### src/rtl/assert_macros.svh
// Assertion macros included by the encoder top level.
`ifndef ASSERT_MACROS_SVH
`define ASSERT_MACROS_SVH

// Same-cycle implication, checked out of reset.
`define ASSERT_IMPLY(lbl, clk, rst, ante, cons, msg) \
  lbl: assert property (@(posedge clk) disable iff (rst) (ante) |-> (cons)) \
    else $error(msg);

// Next-cycle implication, checked out of reset.
`define ASSERT_NEXT(lbl, clk, rst, ante, cons, msg) \
  lbl: assert property (@(posedge clk) disable iff (rst) (ante) |=> (cons)) \
    else $error(msg);

`endif

### src/rtl/irac_pkg.sv
// Package: widths, register codes, reset values and the sequencer program.
package irac_pkg;

  localparam int DurW      = 14;
  localparam int AddrW     = 12;
  localparam int DataBits  = 56;
  localparam int CntW      = 6;
  localparam int CfgIdxW   = 3;

  // Register indexes of the configuration port
  localparam logic [CfgIdxW-1:0] REG_ADDR        = 3'd0;
  localparam logic [CfgIdxW-1:0] REG_HDR_MARK    = 3'd1;
  localparam logic [CfgIdxW-1:0] REG_HDR_SPACE   = 3'd2;
  localparam logic [CfgIdxW-1:0] REG_BIT_MARK    = 3'd3;
  localparam logic [CfgIdxW-1:0] REG_ZERO_SPACE  = 3'd4;
  localparam logic [CfgIdxW-1:0] REG_ONE_SPACE   = 3'd5;
  localparam logic [CfgIdxW-1:0] REG_TRL_MARK    = 3'd6;

  localparam logic [DurW-1:0] RST_HDR_MARK   = 14'd3000;
  localparam logic [DurW-1:0] RST_HDR_SPACE  = 14'd9000;
  localparam logic [DurW-1:0] RST_BIT_MARK   = 14'd500;
  localparam logic [DurW-1:0] RST_ZERO_SPACE = 14'd560;
  localparam logic [DurW-1:0] RST_ONE_SPACE  = 14'd1570;
  localparam logic [DurW-1:0] RST_TRL_MARK   = 14'd500;

  // Input function codes and timer kinds
  localparam logic       FUNC_STATE     = 1'b0;
  localparam logic [3:0] KIND_OFF_TIMER = 4'h4;
  localparam logic [3:0] KIND_ON_TIMER  = 4'h2;
  localparam logic [3:0] TIMER_MARKER   = 4'hF;
  localparam logic [5:0] TIMER_SUM_BASE = 6'd3;

  // Program steps
  localparam logic [1:0] STEP_WAIT    = 2'd0;
  localparam logic [1:0] STEP_HEADER  = 2'd1;
  localparam logic [1:0] STEP_BITS    = 2'd2;
  localparam logic [1:0] STEP_TRAILER = 2'd3;

  // Pair source selects
  localparam logic [1:0] EMIT_NONE    = 2'd0;
  localparam logic [1:0] EMIT_HEADER  = 2'd1;
  localparam logic [1:0] EMIT_BIT     = 2'd2;
  localparam logic [1:0] EMIT_TRAILER = 2'd3;

  typedef struct packed {
    logic       wait_in;   // step takes a command
    logic [1:0] emit;      // pair source
    logic       cnt_load;  // load bit counter
    logic       cnt_loop;  // repeat step until counter is zero
    logic [1:0] next_step;
  } ctrl_word_t;

  function automatic ctrl_word_t ucode(input logic [1:0] step);
    ctrl_word_t cw;
    cw = '0;
    case (step)
      STEP_WAIT: begin
        cw.wait_in   = 1'b1;
        cw.next_step = STEP_HEADER;
      end
      STEP_HEADER: begin
        cw.emit      = EMIT_HEADER;
        cw.cnt_load  = 1'b1;
        cw.next_step = STEP_BITS;
      end
      STEP_BITS: begin
        cw.emit      = EMIT_BIT;
        cw.cnt_loop  = 1'b1;
        cw.next_step = STEP_TRAILER;
      end
      STEP_TRAILER: begin
        cw.emit      = EMIT_TRAILER;
        cw.next_step = STEP_WAIT;
      end
      default: cw = '0;
    endcase
    return cw;
  endfunction

endpackage

### src/rtl/ir_ac_state_frame_encoder.sv
// Top level: IR air-conditioner frame encoder driven by a small microprogram.
//
//  channel | direction | handshake            | payload
//  --------+-----------+----------------------+------------------------------------
//  cmd     | in        | in_valid / in_stall  | func, settings, timer fields
//  pairs   | out       | out_valid / out_stall| mark_us, space_us, last
//  config  | in        | cfg_we               | cfg_index, cfg_data
//
// A command is taken in the wait step, then 58 pairs follow at one per cycle
// while the output does not stall. The wait step plus one step per pair sets
// this pace. A stall on the output holds the current step. Reset returns to
// the wait step and loads the default durations and address 0.
`include "assert_macros.svh"

module ir_ac_state_frame_encoder (
  input  logic                                clk,
  input  logic                                rst,
  input  logic                                cfg_we,
  input  logic [irac_pkg::CfgIdxW-1:0]        cfg_index,
  input  logic [irac_pkg::DurW-1:0]           cfg_data,
  input  logic                                in_valid,
  output logic                                in_stall,
  input  logic                                func,
  input  logic [7:0]                          swing_setting,
  input  logic [7:0]                          turbo_setting,
  input  logic [7:0]                          temp_setting,
  input  logic [3:0]                          fan_speed,
  input  logic [3:0]                          op_mode,
  input  logic [3:0]                          clean_setting,
  input  logic [3:0]                          power_setting,
  input  logic [3:0]                          timer_kind,
  input  logic [5:0]                          timer_hour_count,
  output logic                                out_valid,
  input  logic                                out_stall,
  output logic [irac_pkg::DurW-1:0]           mark_us,
  output logic [irac_pkg::DurW-1:0]           space_us,
  output logic                                last
);

  // configuration registers
  logic [irac_pkg::AddrW-1:0] dev_addr;
  logic [irac_pkg::DurW-1:0]  hdr_mark, hdr_space, bit_mark;
  logic [irac_pkg::DurW-1:0]  zero_space, one_space, trl_mark;

  // sequencer and datapath
  logic [1:0]                    step, step_next;
  logic [irac_pkg::CntW-1:0]     cnt;
  logic [irac_pkg::DataBits-1:0] frame;
  logic [irac_pkg::DataBits-1:0] frame_next;
  irac_pkg::ctrl_word_t          cw;
  logic                          in_acc, out_free, step_go, stay, emit_go;
  logic [irac_pkg::DurW-1:0]     pair_mark, pair_space;
  logic                          pair_last;

  logic [5:0] ones, sum;
  logic [3:0] chk;
  logic [7:0] off_slot, on_slot;

  always_ff @(posedge clk) begin
    if (rst) begin
      dev_addr   <= '0;
      hdr_mark   <= irac_pkg::RST_HDR_MARK;
      hdr_space  <= irac_pkg::RST_HDR_SPACE;
      bit_mark   <= irac_pkg::RST_BIT_MARK;
      zero_space <= irac_pkg::RST_ZERO_SPACE;
      one_space  <= irac_pkg::RST_ONE_SPACE;
      trl_mark   <= irac_pkg::RST_TRL_MARK;
    end else if (cfg_we) begin
      case (cfg_index)
        irac_pkg::REG_ADDR:       dev_addr   <= cfg_data[irac_pkg::AddrW-1:0];
        irac_pkg::REG_HDR_MARK:   hdr_mark   <= cfg_data;
        irac_pkg::REG_HDR_SPACE:  hdr_space  <= cfg_data;
        irac_pkg::REG_BIT_MARK:   bit_mark   <= cfg_data;
        irac_pkg::REG_ZERO_SPACE: zero_space <= cfg_data;
        irac_pkg::REG_ONE_SPACE:  one_space  <= cfg_data;
        irac_pkg::REG_TRL_MARK:   trl_mark   <= cfg_data;
        default: ;
      endcase
    end
  end

  // frame assembly, bit 0 goes out first
  always_comb begin
    off_slot = (timer_kind == irac_pkg::KIND_OFF_TIMER) ? {timer_hour_count, 2'b00} : 8'h00;
    on_slot  = (timer_kind == irac_pkg::KIND_ON_TIMER)  ? {timer_hour_count, 2'b00} : 8'h00;
    if (func == irac_pkg::FUNC_STATE) begin
      ones = 6'($countones({swing_setting, turbo_setting, temp_setting,
                            fan_speed, op_mode, clean_setting, power_setting}));
      sum  = ones;
    end else begin
      ones = 6'($countones({timer_kind, timer_hour_count}));
      sum  = irac_pkg::TIMER_SUM_BASE + ones;
    end
    chk = 4'(6'd0 - sum);
    if (func == irac_pkg::FUNC_STATE) begin
      frame_next = {power_setting, clean_setting, op_mode, fan_speed,
                    temp_setting, turbo_setting, swing_setting, chk, dev_addr};
    end else begin
      frame_next = {12'h000, timer_kind, 4'h0, on_slot, off_slot,
                    irac_pkg::TIMER_MARKER, chk, dev_addr};
    end
  end

  // control word decode
  always_comb begin
    cw        = irac_pkg::ucode(step);
    in_acc    = in_valid && cw.wait_in;
    out_free  = !out_valid || !out_stall;
    emit_go   = (cw.emit != irac_pkg::EMIT_NONE) && out_free;
    step_go   = cw.wait_in ? in_valid : ((cw.emit == irac_pkg::EMIT_NONE) || out_free);
    stay      = cw.cnt_loop && (cnt != '0);
    step_next = (step_go && !stay) ? cw.next_step : step;
    case (cw.emit)
      irac_pkg::EMIT_HEADER: begin
        pair_mark  = hdr_mark;
        pair_space = hdr_space;
        pair_last  = 1'b0;
      end
      irac_pkg::EMIT_BIT: begin
        pair_mark  = bit_mark;
        pair_space = frame[0] ? one_space : zero_space;
        pair_last  = 1'b0;
      end
      irac_pkg::EMIT_TRAILER: begin
        pair_mark  = trl_mark;
        pair_space = '0;
        pair_last  = 1'b1;
      end
      default: begin
        pair_mark  = '0;
        pair_space = '0;
        pair_last  = 1'b0;
      end
    endcase
  end

  assign in_stall = !cw.wait_in;

  always_ff @(posedge clk) begin
    if (rst) begin
      step      <= irac_pkg::STEP_WAIT;
      out_valid <= 1'b0;
    end else begin
      step <= step_next;
      if (emit_go) begin
        out_valid <= 1'b1;
      end else if (!out_stall) begin
        out_valid <= 1'b0;
      end
    end
  end

  always_ff @(posedge clk) begin
    if (in_acc) begin
      frame <= frame_next;
    end else if (emit_go && cw.emit == irac_pkg::EMIT_BIT) begin
      frame <= frame >> 1;
    end
    // load the bit count, count down through the data bits
    if (step_go && cw.cnt_load) begin
      cnt <= irac_pkg::CntW'(irac_pkg::DataBits - 1);
    end else if (step_go && stay) begin
      cnt <= cnt - 1'b1;
    end
    if (emit_go) begin
      mark_us  <= pair_mark;
      space_us <= pair_space;
      last     <= pair_last;
    end
  end

  `ASSERT_IMPLY(a_trl_space, clk, rst, out_valid && last, space_us == '0, "trailer space nonzero")
  `ASSERT_NEXT(a_bits_done, clk, rst, step == irac_pkg::STEP_BITS && cnt == '0 && out_free, step == irac_pkg::STEP_TRAILER, "bit loop did not exit to trailer")
  `ASSERT_NEXT(a_cmd_start, clk, rst, in_valid && !in_stall, step == irac_pkg::STEP_HEADER, "accepted command did not start a frame")

endmodule
### config.mk
export PLATFORM = sky130hd
export DESIGN_NAME = ir_ac_state_frame_encoder
export DESIGN_NICKNAME = d
export VERILOG_FILES = /design/src/rtl/irac_pkg.sv /design/src/rtl/ir_ac_state_frame_encoder.sv
export VERILOG_INCLUDE_DIRS = /design/src /design/src/rtl
export SDC_FILE = /design/constraint.sdc
export NUM_CORES = 1
export LEC_CHECK = 0
export BUFFER_PORTS_ARGS = -buffer_cell sky130_fd_sc_hd__buf_4
export CAP_MARGIN = 20
export CORE_UTILIZATION = 40
export DETAILED_ROUTE_END_ITERATION = 8
export PLACE_DENSITY = 0.7
export REMOVE_ABC_BUFFERS = 1
export SKIP_LAST_GASP = 1
export SLEW_MARGIN = 20
export SYNTH_ARGS = -nofsm -noshare
export SYNTH_HDL_FRONTEND = slang
export SYNTH_SLANG_ARGS = --single-unit
export TNS_END_PERCENT = 5
### constraint.sdc
create_clock -name clk -period 5.2 [get_ports clk]
set_clock_uncertainty 0.05 [all_clocks]
set_input_delay 0 -clock clk [delete_from_list [all_inputs] [get_ports clk]]
set_output_delay 0 -clock clk [all_outputs]
set_load 0.005 [all_outputs]
==> results.cfg <==
[yosys]
synthArstFlopShare = 0
synth_cells = 933
post_synth_num_cell_types = 41
ys_ff_latch = 190
synth_common_cells = nand2_1, dfxtp_1, edfxtp_1
synth-edff-count = 85
synth-main-ff-cell = dfxtp_1
synth.most_common_cell = nand2_1
post_synth.cell_area_avg_um2 = 9.88
synth_top_area_frac = 0.277
seq_area_frac_synth = 0.505
synth_top_area_cell = edfxtp_1
synth_area_mm2 = 0.00922
synthTopCellsByArea = edfxtp_1, dfxtp_1, nand2_1
yosysWarningCount = 0

[route]
final_antenna_net_count = 0
drc = 0
vias = 7144
post_drt_wl_per_cell_um = 16.2
drt-initial-drc-count = 561
wl_um = 22100
dr.pass1.iters = 5
drt-vias-per-instance = 5.23

[grt]
grt_pass1_wl_um = 36200
busiest_layer = met2
met1_usage = 0.248
first_global_vias = 7065
grt_max_degree = 100
grt_util_met3 = 0.0372
overflow = 0
grt_util_met2 = 0.331
global_route.usage.total = 0.193
antenna_found_initial = 0

[floorplan]
die_w_um = 154
die_h_um = 154
num_rows = 55
start_util = 0.407
dieArea_mm2 = 0.0237
pin_count = 104
core_area_mm2 = 0.0226

[layout]
syn2layout_area_growth_pct = 24.4
fillers = 2028
fin_util = 0.506
multi_input_area_mm2 = 0.00412
final_nets = 1197
n_antenna_cell = 0
fin_area_mm2 = 0.0115
drive_above_1_share = 0.191
fin_cells = 1366
seq_area_mm2 = 0.00465

[flow_run]
drv_cap = 0

[critical_path]
cp_slowest_cell = fa_1
crit_buf_inv = 5
critPathMostFrequentCell = fa_1
critPathTopFamily = adder cells
crit_type = input pin to flop
critPathArrivalTime_ns = 5.40
path_max_fanout = 2
cp.required_ns = 5.46
crit_path_end_kind = flop
startpoint_type = input pin
cp_cell_sequence = dlygate4sd3_1 > buf_4 > fa_1 > inv_1 > fa_1 > fa_1 > fa_1 > fa_1 > fa_1 > inv_1 > ha_2 > inv_2 > fa_1 > mux2_4 > and3_4 > or4_4 > nand3_2
max_stage_delay_ns = 0.58

[pwr]
comb_power_share = 0.442
swShare = 0.359
p_sw_mw = 2.31
p_per_area_mw_per_mm2 = 562
leakagePower_nw = 4.64
power_frac_seq = 0.346
ir_drop_uv = 342
power_frac_clock = 0.212
intPower_mw = 4.13
power.total_mw = 6.44

[placement]
dp_cells = 1285
place.gp.congestion = 0.866
post_dp_cell_area_mm2 = 0.0103
pre_cts_ws_ns = -0.371
dp_hpwl_um = 14400
port_buffers = 103

[clock_tree]
cts_made_buffers = 17
cts.sinks = 190
cts_tree = yes
cts.clk_slew.worst_paths_ns = 0.08
clock-root-buffer = clkbuf_16
htree_levels = 4
clock_latency_ns = 0.44
cts_buffer_depth = 2

[sta]
rsz0062_at_grt = yes
relSlewSlack = 0.260
holdWs_ns = 0.0431
period_needed_ns = 5.14
worst_pin_slew_ns = 1.11
setup_viol_count_final = 0
final.period_utilization = 0.989
fmax_mhz = 194
hold_viol_final = 0
fin_ws_ns = 0.0579
fin_tns_setup_ns = 0
maxSlewViolCount = 0

[min_path]
hold_path_class = input pin to flop

[outcome]
status = complete, no violations
[worst register-to-register path: cells and delay by family, from the launching register on]
kind	cells	cell delay, ns
buf+inv	3	0.96
simple gates	2	0.73
fa+ha+maj	1	0.52
compound gates	1	0.23
flops	1	0.40
[flip-flops by register name (all words and copies together), names as in the netlist]
| register | flops |
|---|---|
| cnt | 6 |
| hdr_space | 14 |
| hdr_mark | 14 |
| bit_mark | 14 |
| one_space | 14 |
| dev_addr | 12 |
| out_valid | 1 |
| step | 2 |
| mark_us | 14 |
| last | 1 |
| space_us | 14 |
| zero_space | 14 |
| frame | 56 |
| trl_mark | 14 |
[cells in the final DEF (no fill, tap or decap), types with 3 or more instances in the layout]
cell,instances
nand3_1,5
a22oi_1,14
dfxtp_1,105
mux2_2,27
xnor2_1,11
buf_4,118
edfxtp_1,85
a222oi_1,14
inv_8,4
clkbuf_16,17
nand2_1,237
ha_1,18
fa_1,36
nand2b_1,12
nor3_1,15
a221o_1,12
nor2_1,21
mux2i_1,5
a21oi_1,69
inv_1,66
nand3b_1,32
or2_2,3
dlygate4sd3_1,49
nor2b_1,17
inv_12,6
and3_1,3
inv_2,10
o31ai_1,12
o21ai_0,20
[per-layer routing]
layer | up-vias | wire length, um | share of wire
met4 | 0 | 340 | 0.015
met1 | 3453 | 9690 | 0.44
met3 | 31 | 1280 | 0.058
li1 | 3420 | - | -
met5 | - | 0 | 0
met2 | 240 | 10800 | 0.49
[power by group through the flow]
stage / clock network (mW) / logic [mW] / registers, mW
floorplan: 0 / 1.78 / 2.25
global placement: 0 / 2.59 / 2.25
detailed placement: 0 / 2.67 / 2.26
CTS: 1.39 / 2.70 / 2.23
global route: 1.46 / 3.16 / 2.27
finish: 1.37 / 2.85 / 2.23
[cell families (layout without fill, tap and decap cells)]
group	after synthesis	in the layout	share of synthesized area
AO/OA/AOI/OAI	149	149	0.107
multiplexers	33	33	0.0396
flip-flops	190	190	0.505
adder cells (fa/ha/maj)	56	56	0.105
XOR/XNOR	12	12	0.0129
AND/OR/NAND/NOR	361	361	0.176
buffers and inverters	132	280	0.0544
[timing repair]
action,in CTS,in global routing
endpoints found under the hold margin,133,0
hold buffers,50,0
setup buffers,0,1
setup endpoints to repair,0,2
gates resized for setup,0,24
[layout make-up]
cell class,count,area share
tap,285,0.0311
clock inverter,15,0.0169
multi-input combinational,611,0.359
clock buffer,17,0.0371
sequential,190,0.406
inverter,78,0.0260
timing repair buffer,170,0.123
[worst paths after layout]
kind                                   from                         to  slack (ns)  depth (start not counted)
setup / recovery           clean_setting[2]        frame[15]$_DFFE_PP_        0.06                         17
hold / removal                 fan_speed[3]        frame[43]$_DFFE_PP_        0.04                          4
setup reg to reg       step[0]$_SDFFE_PP0P_        frame[41]$_DFFE_PP_        1.98                          7
hold reg to reg   one_space[4]$_SDFFE_PP0P_  one_space[4]$_SDFFE_PP0P_        0.41                          2
Power figures use the tool's default switching activity.
